File: config.mk
export PLATFORM = sky130hd
export DESIGN_NAME = ordered_list_engine
export DESIGN_NICKNAME = d
export VERILOG_FILES = /design/src/design/ole_pkg.sv /design/src/design/ole_mem.sv /design/src/design/ole_ctrl.sv /design/src/design/ordered_list_engine.sv
export SDC_FILE = /design/constraint.sdc
export NUM_CORES = 1
export LEC_CHECK = 0
export BUFFER_PORTS_ARGS = -buffer_cell sky130_fd_sc_hd__buf_2
export CAP_MARGIN = 10
export CORE_ASPECT_RATIO = 2
export CORE_MARGIN = 2
export CORE_UTILIZATION = 50
export DETAILED_ROUTE_END_ITERATION = 6
export PLACE_DENSITY_LB_ADDON = 0.08
export SLEW_MARGIN = 40
export SYNTH_ARGS = -nofsm -noshare
export SYNTH_HDL_FRONTEND = slang
export SYNTH_HIERARCHICAL = 1
export SYNTH_SLANG_ARGS = --single-unit
File: constraint.sdc
create_clock -name clk -period 8.57 [get_ports clk]
set_input_delay 1.714 -clock clk [delete_from_list [all_inputs] [get_ports clk]]
set_output_delay 1.714 -clock clk [all_outputs]
set_load 0.01 [all_outputs]
File: src/design/ole_pkg.sv
// ----------------------------------------------------------------------------
// ole_pkg
// Shared types and constants for the ordered list engine: request and
// response payloads, command and status codes, default sizes.
// ----------------------------------------------------------------------------
package ole_pkg;

    // default sizes
    localparam int CAPACITY_DEF   = 16;
    localparam int WORD_WIDTH_DEF = 32;

    // fixed field widths of the request and response
    localparam int CMD_W  = 3;
    localparam int IDX_W  = 5;
    localparam int VAL_W  = 32;
    localparam int STAT_W = 2;
    localparam int POS_W  = 4;
    localparam int LENO_W = 5;

    // command codes
    typedef enum logic [CMD_W-1:0] {
        CMD_INSERT  = 3'd0,
        CMD_REM_POS = 3'd1,
        CMD_REM_VAL = 3'd2,
        CMD_SWAP    = 3'd3,
        CMD_GET     = 3'd4,
        CMD_FIND    = 3'd5,
        CMD_CLEAR   = 3'd6
    } cmd_t;

    // status codes
    typedef enum logic [STAT_W-1:0] {
        ST_OK      = 2'd0,
        ST_RANGE   = 2'd1,
        ST_MISSING = 2'd2,
        ST_FULL    = 2'd3
    } status_t;

    // request payload
    typedef struct packed {
        logic [CMD_W-1:0]        cmd;
        logic [IDX_W-1:0]        index_a;
        logic [IDX_W-1:0]        index_b;
        logic signed [VAL_W-1:0] value_in;
    } req_t;

    // response payload
    typedef struct packed {
        logic [STAT_W-1:0]       status;
        logic signed [VAL_W-1:0] value_out;
        logic [POS_W-1:0]        position_out;
        logic [LENO_W-1:0]       length_out;
    } rsp_t;

endpackage

File: src/design/ole_mem.sv
// ----------------------------------------------------------------------------
// ole_mem
// Word store of the list: one write port, one read port, read data
// registered, ready in the cycle after the address.
// ----------------------------------------------------------------------------
module ole_mem #(
    parameter int CAPACITY   = ole_pkg::CAPACITY_DEF,
    parameter int WORD_WIDTH = ole_pkg::WORD_WIDTH_DEF,
    localparam int AW        = $clog2(CAPACITY)
) (
    input  logic                  clk,
    input  logic                  wr_en,
    input  logic [AW-1:0]         wr_addr,
    input  logic [WORD_WIDTH-1:0] wr_data,
    input  logic                  rd_en,
    input  logic [AW-1:0]         rd_addr,
    output logic [WORD_WIDTH-1:0] rd_data
);

    logic [WORD_WIDTH-1:0] mem [CAPACITY];

    // write port
    always_ff @(posedge clk)
    begin
        if (wr_en)
        begin
            mem[wr_addr] <= wr_data;
        end
    end

    // registered read port
    always_ff @(posedge clk)
    begin
        if (rd_en)
        begin
            rd_data <= mem[rd_addr];
        end
    end

endmodule

File: src/design/ole_ctrl.sv
// ----------------------------------------------------------------------------
// ole_ctrl
// Command sequencer: checks a request against the length, then walks the
// store one read a cycle, writing shifted words back behind the reads.
// ----------------------------------------------------------------------------
module ole_ctrl #(
    parameter int CAPACITY   = ole_pkg::CAPACITY_DEF,
    parameter int WORD_WIDTH = ole_pkg::WORD_WIDTH_DEF,
    localparam int AW        = $clog2(CAPACITY)
) (
    input  logic                  clk,
    input  logic                  rst_n,
    input  ole_pkg::req_t         req,
    input  logic                  req_valid,
    output logic                  req_stall,
    output ole_pkg::rsp_t         done_rsp,
    output logic                  done_valid,
    input  logic                  done_take,
    output logic                  rd_en,
    output logic [AW-1:0]         rd_addr,
    input  logic [WORD_WIDTH-1:0] rd_data,
    output logic                  wr_en,
    output logic [AW-1:0]         wr_addr,
    output logic [WORD_WIDTH-1:0] wr_data
);

    import ole_pkg::*;

    localparam int LW = $clog2(CAPACITY + 1);
    localparam int CW = (LW > IDX_W) ? LW : IDX_W;

    typedef enum logic [3:0] {
        S_IDLE  = 4'b0001,
        S_SCAN  = 4'b0010,
        S_WRITE = 4'b0100,
        S_DONE  = 4'b1000
    } state_t;

    // control state
    state_t          state_reg, state_next;
    logic [LW-1:0]   len_reg, len_next;
    logic [LW-1:0]   ptr_reg, ptr_next;
    logic [LW-1:0]   end_reg, end_next;
    logic            down_reg, down_next;
    logic            issue_reg, issue_next;
    logic            rdv_reg, rdv_next;
    logic            found_reg, found_next;

    // request and result payload
    cmd_t                    cmd_reg, cmd_next;
    logic [LW-1:0]           a_reg, a_next;
    logic [LW-1:0]           rda_reg, rda_next;
    logic [LW-1:0]           wadr_reg, wadr_next;
    logic [WORD_WIDTH-1:0]   w_reg, w_next;
    logic [WORD_WIDTH-1:0]   hold_reg, hold_next;
    status_t                 status_reg, status_next;
    logic signed [VAL_W-1:0] vout_reg, vout_next;
    logic [POS_W-1:0]        pos_reg, pos_next;

    // incoming request, widened for the range checks
    logic [CW-1:0]         a_cw, b_cw, len_cw;
    logic [WORD_WIDTH-1:0] req_word;
    logic                  hit;

    assign a_cw     = CW'(req.index_a);
    assign b_cw     = CW'(req.index_b);
    assign len_cw   = CW'(len_reg);
    assign req_word = WORD_WIDTH'(req.value_in);
    assign hit      = (rd_data == w_reg);

    assign req_stall  = (state_reg != S_IDLE);
    assign done_valid = (state_reg == S_DONE);

    always_comb
    begin
        done_rsp.status       = status_reg;
        done_rsp.value_out    = vout_reg;
        done_rsp.position_out = pos_reg;
        done_rsp.length_out   = LENO_W'(len_reg);
    end

    // sequencer
    always_comb
    begin
        state_next  = state_reg;
        len_next    = len_reg;
        ptr_next    = ptr_reg;
        end_next    = end_reg;
        down_next   = down_reg;
        issue_next  = issue_reg;
        rdv_next    = rdv_reg;
        found_next  = found_reg;
        cmd_next    = cmd_reg;
        a_next      = a_reg;
        rda_next    = rda_reg;
        wadr_next   = wadr_reg;
        w_next      = w_reg;
        hold_next   = hold_reg;
        status_next = status_reg;
        vout_next   = vout_reg;
        pos_next    = pos_reg;
        rd_en       = 1'b0;
        rd_addr     = ptr_reg[AW-1:0];
        wr_en       = 1'b0;
        wr_addr     = AW'(rda_reg - LW'(1));
        wr_data     = rd_data;

        unique case (state_reg)
            S_IDLE:
            begin
                if (req_valid)
                begin
                    cmd_next    = cmd_t'(req.cmd);
                    a_next      = LW'(a_cw);
                    w_next      = req_word;
                    hold_next   = req_word;
                    status_next = ST_OK;
                    vout_next   = '0;
                    pos_next    = '0;
                    found_next  = 1'b0;
                    rdv_next    = 1'b0;
                    issue_next  = 1'b1;
                    down_next   = 1'b0;
                    state_next  = S_DONE;
                    unique case (cmd_t'(req.cmd))
                        CMD_INSERT:
                        begin
                            if (a_cw > len_cw)
                            begin
                                status_next = ST_RANGE;
                            end
                            else if (len_reg == LW'(CAPACITY))
                            begin
                                status_next = ST_FULL;
                            end
                            else
                            begin
                                wadr_next = LW'(a_cw);
                                if (a_cw == len_cw)
                                begin
                                    state_next = S_WRITE;
                                end
                                else
                                begin
                                    ptr_next   = len_reg - LW'(1);
                                    end_next   = LW'(a_cw);
                                    down_next  = 1'b1;
                                    state_next = S_SCAN;
                                end
                            end
                        end
                        CMD_REM_POS:
                        begin
                            if (a_cw >= len_cw)
                            begin
                                status_next = ST_RANGE;
                            end
                            else
                            begin
                                ptr_next   = LW'(a_cw);
                                end_next   = len_reg - LW'(1);
                                state_next = S_SCAN;
                            end
                        end
                        CMD_REM_VAL, CMD_FIND:
                        begin
                            if (len_reg == '0)
                            begin
                                status_next = ST_MISSING;
                            end
                            else
                            begin
                                ptr_next   = '0;
                                end_next   = len_reg - LW'(1);
                                state_next = S_SCAN;
                            end
                        end
                        CMD_SWAP:
                        begin
                            if (a_cw >= len_cw || b_cw >= len_cw || a_cw == b_cw)
                            begin
                                status_next = ST_RANGE;
                            end
                            else
                            begin
                                ptr_next   = LW'(a_cw);
                                end_next   = LW'(b_cw);
                                wadr_next  = LW'(b_cw);
                                state_next = S_SCAN;
                            end
                        end
                        CMD_GET:
                        begin
                            if (a_cw >= len_cw)
                            begin
                                status_next = ST_RANGE;
                            end
                            else
                            begin
                                ptr_next   = LW'(a_cw);
                                end_next   = LW'(a_cw);
                                state_next = S_SCAN;
                            end
                        end
                        CMD_CLEAR:
                        begin
                            len_next = '0;
                        end
                        default:
                        begin
                            // unused selector answers ok
                        end
                    endcase
                end
            end

            S_SCAN:
            begin
                // read side: one address a cycle
                rdv_next = issue_reg;
                if (issue_reg)
                begin
                    rd_en    = 1'b1;
                    rda_next = ptr_reg;
                    if (ptr_reg == end_reg)
                    begin
                        issue_next = 1'b0;
                    end
                    else if (cmd_reg == CMD_SWAP)
                    begin
                        ptr_next = end_reg;
                    end
                    else if (down_reg)
                    begin
                        ptr_next = ptr_reg - LW'(1);
                    end
                    else
                    begin
                        ptr_next = ptr_reg + LW'(1);
                    end
                end

                // data side: word read last cycle
                if (rdv_reg)
                begin
                    unique case (cmd_reg)
                        CMD_INSERT:
                        begin
                            wr_en   = 1'b1;
                            wr_addr = AW'(rda_reg + LW'(1));
                        end
                        CMD_REM_POS:
                        begin
                            if (rda_reg == a_reg)
                            begin
                                vout_next = VAL_W'(rd_data);
                            end
                            else
                            begin
                                wr_en = 1'b1;
                            end
                        end
                        CMD_REM_VAL:
                        begin
                            if (found_reg)
                            begin
                                wr_en = 1'b1;
                            end
                            else if (hit)
                            begin
                                found_next = 1'b1;
                                vout_next  = VAL_W'(rd_data);
                                pos_next   = POS_W'(rda_reg);
                            end
                        end
                        CMD_FIND:
                        begin
                            if (hit)
                            begin
                                pos_next   = POS_W'(rda_reg);
                                issue_next = 1'b0;
                                rdv_next   = 1'b0;
                                state_next = S_DONE;
                            end
                        end
                        CMD_SWAP:
                        begin
                            if (rda_reg == a_reg)
                            begin
                                hold_next = rd_data;
                            end
                            else
                            begin
                                wr_en   = 1'b1;
                                wr_addr = a_reg[AW-1:0];
                            end
                        end
                        CMD_GET:
                        begin
                            vout_next = VAL_W'(rd_data);
                        end
                        default:
                        begin
                        end
                    endcase

                    // last word of the walk
                    if (!issue_reg)
                    begin
                        rdv_next = 1'b0;
                        unique case (cmd_reg)
                            CMD_INSERT, CMD_SWAP:
                            begin
                                state_next = S_WRITE;
                            end
                            CMD_REM_POS:
                            begin
                                len_next   = len_reg - LW'(1);
                                state_next = S_DONE;
                            end
                            CMD_REM_VAL:
                            begin
                                if (found_reg || hit)
                                begin
                                    len_next = len_reg - LW'(1);
                                end
                                else
                                begin
                                    status_next = ST_MISSING;
                                end
                                state_next = S_DONE;
                            end
                            CMD_FIND:
                            begin
                                if (!hit)
                                begin
                                    status_next = ST_MISSING;
                                end
                                state_next = S_DONE;
                            end
                            default:
                            begin
                                state_next = S_DONE;
                            end
                        endcase
                    end
                end
            end

            S_WRITE:
            begin
                // new word for insert, first word for swap
                wr_en   = 1'b1;
                wr_addr = wadr_reg[AW-1:0];
                wr_data = hold_reg;
                if (cmd_reg == CMD_INSERT)
                begin
                    len_next = len_reg + LW'(1);
                end
                state_next = S_DONE;
            end

            S_DONE:
            begin
                if (done_take)
                begin
                    state_next = S_IDLE;
                end
            end

            default:
            begin
                state_next = S_IDLE;
            end
        endcase
    end

    // control registers
    always_ff @(posedge clk or negedge rst_n)
    begin
        if (!rst_n)
        begin
            state_reg <= S_IDLE;
            len_reg   <= '0;
            ptr_reg   <= '0;
            end_reg   <= '0;
            down_reg  <= 1'b0;
            issue_reg <= 1'b0;
            rdv_reg   <= 1'b0;
            found_reg <= 1'b0;
        end
        else
        begin
            state_reg <= state_next;
            len_reg   <= len_next;
            ptr_reg   <= ptr_next;
            end_reg   <= end_next;
            down_reg  <= down_next;
            issue_reg <= issue_next;
            rdv_reg   <= rdv_next;
            found_reg <= found_next;
        end
    end

    // payload registers
    always_ff @(posedge clk)
    begin
        cmd_reg    <= cmd_next;
        a_reg      <= a_next;
        rda_reg    <= rda_next;
        wadr_reg   <= wadr_next;
        w_reg      <= w_next;
        hold_reg   <= hold_next;
        status_reg <= status_next;
        vout_reg   <= vout_next;
        pos_reg    <= pos_next;
    end

endmodule

File: src/design/ordered_list_engine.sv
// Throughput: one request at a time, one store word a cycle; a new request is taken while
// a response waits in the output register.
// Reset clears the length and all control state; the word store itself is not cleared.
// ----------------------------------------------------------------------------
// ordered_list_engine
// Indexed sequence of signed words with insert, remove, swap, get, find and
// clear requests; one response per request through an output register.
// ----------------------------------------------------------------------------
module ordered_list_engine #(
    parameter int CAPACITY   = ole_pkg::CAPACITY_DEF,
    parameter int WORD_WIDTH = ole_pkg::WORD_WIDTH_DEF
) (
    input  logic          clk,
    input  logic          rst_n,
    input  ole_pkg::req_t req,
    input  logic          req_valid,
    output logic          req_stall,
    output ole_pkg::rsp_t rsp,
    output logic          rsp_valid,
    input  logic          rsp_stall
);

    import ole_pkg::*;

    localparam int AW = $clog2(CAPACITY);

    logic                  rd_en;
    logic [AW-1:0]         rd_addr;
    logic [WORD_WIDTH-1:0] rd_data;
    logic                  wr_en;
    logic [AW-1:0]         wr_addr;
    logic [WORD_WIDTH-1:0] wr_data;

    rsp_t done_rsp;
    logic done_valid;
    logic done_take;

    rsp_t rsp_reg;
    logic rsp_valid_reg, rsp_valid_next;

    // sequencer
    ole_ctrl #(
        .CAPACITY   (CAPACITY),
        .WORD_WIDTH (WORD_WIDTH)
    ) u_ctrl (
        .clk        (clk),
        .rst_n      (rst_n),
        .req        (req),
        .req_valid  (req_valid),
        .req_stall  (req_stall),
        .done_rsp   (done_rsp),
        .done_valid (done_valid),
        .done_take  (done_take),
        .rd_en      (rd_en),
        .rd_addr    (rd_addr),
        .rd_data    (rd_data),
        .wr_en      (wr_en),
        .wr_addr    (wr_addr),
        .wr_data    (wr_data)
    );

    // word store
    ole_mem #(
        .CAPACITY   (CAPACITY),
        .WORD_WIDTH (WORD_WIDTH)
    ) u_mem (
        .clk     (clk),
        .wr_en   (wr_en),
        .wr_addr (wr_addr),
        .wr_data (wr_data),
        .rd_en   (rd_en),
        .rd_addr (rd_addr),
        .rd_data (rd_data)
    );

    // output register: load when empty or being drained
    assign done_take = done_valid && (!rsp_valid_reg || !rsp_stall);

    always_comb
    begin
        rsp_valid_next = rsp_valid_reg;
        if (done_take)
        begin
            rsp_valid_next = 1'b1;
        end
        else if (!rsp_stall)
        begin
            rsp_valid_next = 1'b0;
        end
    end

    always_ff @(posedge clk or negedge rst_n)
    begin
        if (!rst_n)
        begin
            rsp_valid_reg <= 1'b0;
        end
        else
        begin
            rsp_valid_reg <= rsp_valid_next;
        end
    end

    always_ff @(posedge clk)
    begin
        if (done_take)
        begin
            rsp_reg <= done_rsp;
        end
    end

    assign rsp       = rsp_reg;
    assign rsp_valid = rsp_valid_reg;

endmodule

After elaboration in Yosys (flattened, before gate mapping)
Memory sizes are Yosys's and may differ from the RTL's. A register that Yosys moved wholly into a read port is not among the register bits.
Index checks and enable logic that the tools add are counted.
{"block": "word_totals", "ff_bits": 186, "latch_bits": 0, "ram_bits": 512, "mem_bits_ro": 0, "in_bits": 49, "out_inout_bits": 45, "word_cells": 236, "n_memories": 1}
{"name": "u_mem.mem", "words": 16, "width": 32, "read_ports": 1, "rd_ports_with_merged_regs": 1, "wr": 1, "line": "ole_mem.sv:20", "rtl": "logic [WORD_WIDTH-1:0] mem [CAPACITY];"}
{"block": "op_classes", "n_addsub": 6, "mul": 0, "div": 0, "magnitude_cmp": 3, "n_eq_ne": 59, "shifts": 0, "mux": 114, "n_bitwise": 0, "reduce_logical": 31}
{"operator": "$mux W32", "count": 9}
{"operator": "$pmux W32 S2", "count": 2}
{"operator": "$mux W5", "count": 23}
{"operator": "$pmux W32 S3", "count": 1}
{"operator": "$mux W4", "count": 20}
{"operator": "$pmux W4 S2", "count": 5}
{"operator": "$ne A3 B3 Y1 const B", "count": 12}
{"operator": "$eq A32 B32 Y1", "count": 1}
{"operator": "$pmux W4 S4", "count": 2}
{"operator": "$mux W1", "count": 30}
{"operator": "$pmux W5 S5", "count": 1}
{"operator": "$ne A2 B2 Y1 const B", "count": 12}
{"operator": "$eq A5 B5 Y1", "count": 4}
{"operator": "$pmux W5 S2", "count": 2}
{"operator": "$pmux W5 S4", "count": 1}
{"operator": "$mux W2", "count": 8}
{"operator": "$eq A3 B3 Y1 const B", "count": 5}
{"operator": "$pmux W5 S3", "count": 1}
{"operator": "$reduce_and A5 Y1", "count": 3}
{"operator": "$ne A2 B1 Y1 const B", "count": 7}
{"operator": "$reduce_and A7 Y1", "count": 2}
{"operator": "$eq A3 B2 Y1 const B", "count": 4}
{"operator": "$ne A3 B2 Y1 const B", "count": 4}
{"operator": "$reduce_and A11 Y1", "count": 1}
{"operator": "other kinds (34)", "count": 53}

Longest topological paths before layout
{"block": "depth", "ltp_word": 7, "depth_mapped": 11, "mapped_depth_nobuf": 9}

Modules after synthesis
Netlist, hierarchy kept.
{"module": "ole_mem", "instances": 1, "cells_each": 838, "area_each_um2": 20155.6, "seq_area_each_um2": 16335.7}
{"module": "ole_ctrl", "instances": 1, "cells_each": 713, "area_each_um2": 7734.9, "seq_area_each_um2": 4150.2}
{"module": "ordered_list_engine", "instances": 1, "cells_each": 46, "area_each_um2": 1335.0, "seq_area_each_um2": 1316.3}

Worst setup path after synthesis
Ideal clock, no wire load.
{"block": "synth_timing", "kind": "input-to-reg", "from": "input port req_valid", "to": "register u_ctrl.vout_reg[0] (enable)", "setup_ns": 0.480, "arrival_ns": 4.682, "required_ns": 8.090, "slack_ns": 3.408, "cell_stages": 4, "n_path_buf": 0, "cell_sequence": "nand2_2 clkinv_4 a21oi_1 a311oi_1"}
{"block": "synth_via", "elab_chain_len": 2}
{"item": "from (decl)", "line": "ordered_list_engine.sv:16", "rtl": "input logic req_valid,"}
{"item": "$ne A2 B2 Y1 (no line)"}
{"item": "$reduce_and A7 Y1 (no line)"}
{"item": "to (signal assigned)", "line": "ole_ctrl.sv:415", "rtl": "vout_reg <= vout_next;"}
{"item": "to (decl)", "line": "ole_ctrl.sv:57", "rtl": "logic signed [VAL_W-1:0] vout_reg, vout_next;"}
Every way passes these cells.
A chain may end at the register's enable or synchronous reset.

Worst setup path in the final report
{"block": "layout_timing", "from": "input port req[37] (netlist name)", "to": "register u_ctrl.ptr_reg[3]"}
{"block": "layout_via", "elab_chain_len": 5, "word_cells_on_any_way": 11, "classes_between": "order compare (2); eq/ne (6); reduce/logical (3)"}
{"item": "from (decl)", "line": "ordered_list_engine.sv:15", "rtl": "input ole_pkg::req_t req,"}
{"item": "$ge A5 B5 Y1", "line": "ole_ctrl.sv:154, ole_ctrl.sv:180, ole_ctrl.sv:194"}
{"item": "$logic_or A1 B1 Y1 (2 in a row)", "line": "ole_ctrl.sv:180", "rtl": "if (a_cw >= len_cw || b_cw >= len_cw || a_cw == b_cw)"}
{"item": "$ne A3 B3 Y1 (no line)"}
{"item": "$reduce_and A11 Y1 (no line) *"}
{"item": "to (signal assigned)", "line": "ole_ctrl.sv:396", "rtl": "ptr_reg <= ptr_next;"}
{"item": "to (decl)", "line": "ole_ctrl.sv:42", "rtl": "logic [LW-1:0] ptr_reg, ptr_next;"}
Every way passes the cells marked *; elsewhere a longest branch is shown, timed or not.

==> results.py <==
metrics = {
    "status": {
        "status": "complete, no violations",
    },
    "global_routing": {
        "grt_max_degree": 63,
        "grt_remaining_overflow": 0,
        "busiest_layer": "met2",
        "grtUsageMet1_pct": 29.12,
        "first_global_vias": 15840,
        "grt_antenna_before_repair": 2,
        "grt_usage_pct": 23.20,
        "grt_pass1_wl_um": 103200,
        "gr-usage-met2_pct": 40.66,
        "grt.met3_usage_pct": 2.507,
    },
    "power_and_ir_drop": {
        "power_frac_clock_pct": 27.7,
        "cellLeakagePower_uw": 0.01117,
        "ir_drop_v": 0.0002131,
        "seqPwrFrac_pct": 46.4,
        "p_sw_share_pct": 30.39,
        "power_frac_comb_pct": 26.0,
        "powerDensity_nw_per_um2": 303.8,
        "internal-power_uw": 7017,
        "p_switching_uw": 3063,
    },
    "worst_setup_path": {
        "crit_buf_inv": 2,
        "crit_arrival_ps": 4500,
        "cp-end-kind": "flop",
        "slowest_delay_ps": 600,
        "required_ps": 9080,
        "critPathKind": "primary input to flop",
        "critical_path.top_delay_family": "compound AO/OA/AOI/OAI gates",
        "critPathLaunchType": "primary input",
        "crit_chain": "buf_2 -> inv_1 -> ha_1 -> nand2b_1 -> a211oi_1 -> o21ai_0 -> nand3b_1 -> a211oi_4 -> nor2_2 -> mux2_4",
        "path_max_fanout": 11,
        "crit_slowest_cell": "a211oi_4",
    },
    "sta": {
        "slew_viol_final": 0,
        "period_needed_ps": 3984,
        "setup_viol": 0,
        "max_freq_ghz": 0.2510,
        "finalSetupTns_ps": 0,
        "worstMarginPinSlew_ps": 810.1,
        "finalClockSkew_ps": 18.61,
        "worst_slack_ps": 4586,
        "post-route-period-util_pct": 46.49,
        "relSlewSlack_pct": 45.99,
        "final-hold-violation-count": 0,
        "rsz0062_at_grt": "no",
    },
    "cells_and_area": {
        "largest_register_ffs": 512,
        "n_antenna_cell": 0,
        "area_growth_syn_to_layout_pct": 13.53,
        "fin_nets": 1791,
        "layout-drive-gt1-share_pct": 23.26,
    },
    "synth": {
        "ys_seq_area_share_pct": 74.60,
        "synth_edf_count": 706,
        "synth_area_um2": 29230,
        "async_reset_ff_share_pct": 3.288,
        "postSynthCellCount": 1597,
        "ys.flop_type": "edfxtp_1",
        "yosys_warnings": 6,
        "syn-num-nets": 1665,
        "ys_ff_latch": 730,
        "syn_area_per_cell_um2": 18.30,
        "synth_cell_types": 70,
    },
    "cts": {
        "htreeDepth": 2,
        "cts_tree": "done",
        "insertion_delay_ps": 630,
        "cts_setup_buffers": 0,
        "hold_buffers": 0,
        "clockRootBuffer": "clkbuf_16",
        "clock_sinks": 730,
        "cts_resized": 0,
        "clk_pin_slew_ps": 70,
        "cts_buffers": 60,
        "cts_buffer_depth": 3,
    },
    "die": {
        "pin_count": 94,
        "die-area_um2": 60520,
        "rows": 125,
        "start_util_pct": 50.50,
        "coreArea_um2": 57870,
        "die_h_um": 345.9,
        "die_width_um": 175.0,
    },
    "route": {
        "vias": 15130,
        "drt_iter0_markers": 1307,
        "wl_um": 69270,
        "routed_via_density": 5.974,
        "dr.pass1.iters": 5,
        "wire_per_inst_um": 27.35,
        "drcViolationCount": 0,
        "antenna_left": 0,
    },
    "job": {
        "cap_violations": 0,
    },
    "place": {
        "dp_hpwl_um": 46530,
        "pre_cts_slack_ps": 4036,
        "gp_congestion": 0.9435,
        "numPortBuffers": 93,
    },
    "worst_hold_path": {
        "hp-class": "flop to flop",
    },
}
## Yosys cell counts, types with 2 or more instances
cell | instances | area [um2]
nand3b_1 | 3 | 22.52
o31a_1 | 2 | 17.52
o31ai_1 | 3 | 22.52
nand4_1 | 3 | 18.77
nor4b_4 | 3 | 71.32
inv_1 | 22 | 82.58
nand2_1 | 169 | 634.4
nor3_1 | 18 | 90.09
nand2b_1 | 5 | 31.28
edfxtp_1 | 706 | 21200
o211ai_1 | 9 | 67.56
mux2_1 | 2 | 22.52
a221oi_1 | 2 | 17.52
nor2_1 | 42 | 157.7
o22a_1 | 2 | 17.52
and3_1 | 5 | 31.28
mux2i_1 | 14 | 140.1
buf_1 | 13 | 48.80
clkbuf_1 | 35 | 131.4
mux2_4 | 3 | 45.04
a22o_1 | 4 | 35.03
a22oi_1 | 69 | 518.0
mux2_2 | 5 | 56.30
o21a_1 | 4 | 30.03
a21oi_1 | 26 | 130.1
ha_1 | 18 | 225.2
nand3_1 | 12 | 60.06
o21ai_1 | 4 | 20.02
and2_1 | 35 | 219.0
o21ai_0 | 28 | 140.1
a31oi_1 | 3 | 18.77
dfrtp_1 | 23 | 575.6
o221ai_1 | 2 | 17.52
xor2_1 | 44 | 385.4
nor4_1 | 10 | 62.56
buf_2 | 15 | 75.07
a21o_1 | 39 | 292.8
nor2b_1 | 6 | 37.54
buf_4 | 14 | 105.1
mux4_2 | 128 | 2883
xnor2_1 | 14 | 122.6
nor3b_1 | 2 | 15.01
a211oi_1 | 4 | 30.03
## kinds of logic after synthesis
logic type | share of synthesized area (%)
AO/OA/AOI/OAI | 5.172
XOR/XNOR | 1.794
adder cells (fa/ha/maj) | 0.8391
buffers and inverters | 1.584
flip-flops | 74.60
multiplexers | 10.77
AND/OR/NAND/NOR | 5.245
## placed cells by master, fill, tap and decap left out, types with 4 or more instances in the layout
cell       Yosys  final
a211oi_1       4      4
a21o_1        39     39
a21oi_1       26     25
a22o_1         4      4
a22oi_1       69     69
and2_1        35     34
and3_1         5      5
buf_16         0     13
buf_2         15     93
buf_4         14     24
buf_8          0     10
bufinv_16      0      7
clkbuf_1      35     12
clkbuf_16      0     60
clkbuf_8       0      4
clkinv_1       0     10
clkinv_2       0      9
dfrtp_1       23     21
edfxtp_1     706    706
ha_1          18     18
inv_1         22     21
mux2_2         5      5
mux2i_1       14     14
mux4_2       128    128
nand2_1      169    168
nand2b_1       5      5
nand3_1       12     12
nor2_1        42     29
nor2_4         1     14
nor2b_1        6      4
nor3_1        18     14
nor3_2         0      4
nor4_1        10      8
o211ai_1       9      9
o21a_1         4      4
o21ai_0       28     28
o21ai_1        4      4
xnor2_1       14     14
xor2_1        44     42
## per-layer routing
layer	share of wire, %	wire, um	vias up
met5	0.013	9	-
met2	52	36240	468
met1	39	27220	7948
li1	-	-	6585
met3	3.9	2684	130
met4	4.5	3118	2
## power by group through the flow
stage               Sequential (uW)  Combinational, uW  Clock (uW)
finish                         4670               2620        2790
global route                   4710               2830        2970
CTS                            4680               2650        2850
detailed placement             4750               2640           0
global placement               4750               2540           0
floorplan                      4600               1840           0
## final timing paths
path / end / cells past startpoint / slack [ps] / from
max: u_ctrl/ptr_reg[3] / 10 / 4590 / req[37]
min reg2reg: rsp[35] / 0 / 410 / u_ctrl/vout_reg[26]
max reg2reg: u_mem/mem[1][4] / 9 / 4740 / u_ctrl/state_reg[1]
min: rsp[35] / 0 / 410 / u_ctrl/vout_reg[26]
max in group asynchronous: u_ctrl/ptr_reg[0] / 1 / 6920 / rst_n
min in group asynchronous: u_ctrl/found_reg / 1 / 1120 / rst_n
## final cells by class
cell class | instances | area [um2]
clock buffer | 76 | 1602
clock inverter | 34 | 379.1
fill | 4476 | 24690
inverter | 23 | 93.84
multi-input combinational | 766 | 7166
sequential | 730 | 21810
tap | 762 | 953.4
timing repair buffer | 142 | 1176
## worst register-to-register path: stages, from the launching register on
cell and delay, ps:
dfrtp_1 550, nor4b_4 610, buf_4 540, nor2_1 110
a21oi_1 140, o21ai_1 170, or3b_2 640, nor2_4 330
buf_8 220, buf_8 200
## metrics by stage
stage                     hold WS [ps]  utilization [%]  power [uW]  instances  area (um2)
final                            414.7            57.34       10080       2533       33180
after global routing             418.4            57.34       10500       2533       33180
after CTS                        417.9            57.30       10170       2533       33160
after detailed placement         404.5            53.88        7394       2423       31180
after global placement           402.1            52.95        7286       2398       30640
after floorplan                  400.3                -        6442       1597       29230
Power figures use the tool's default switching activity.
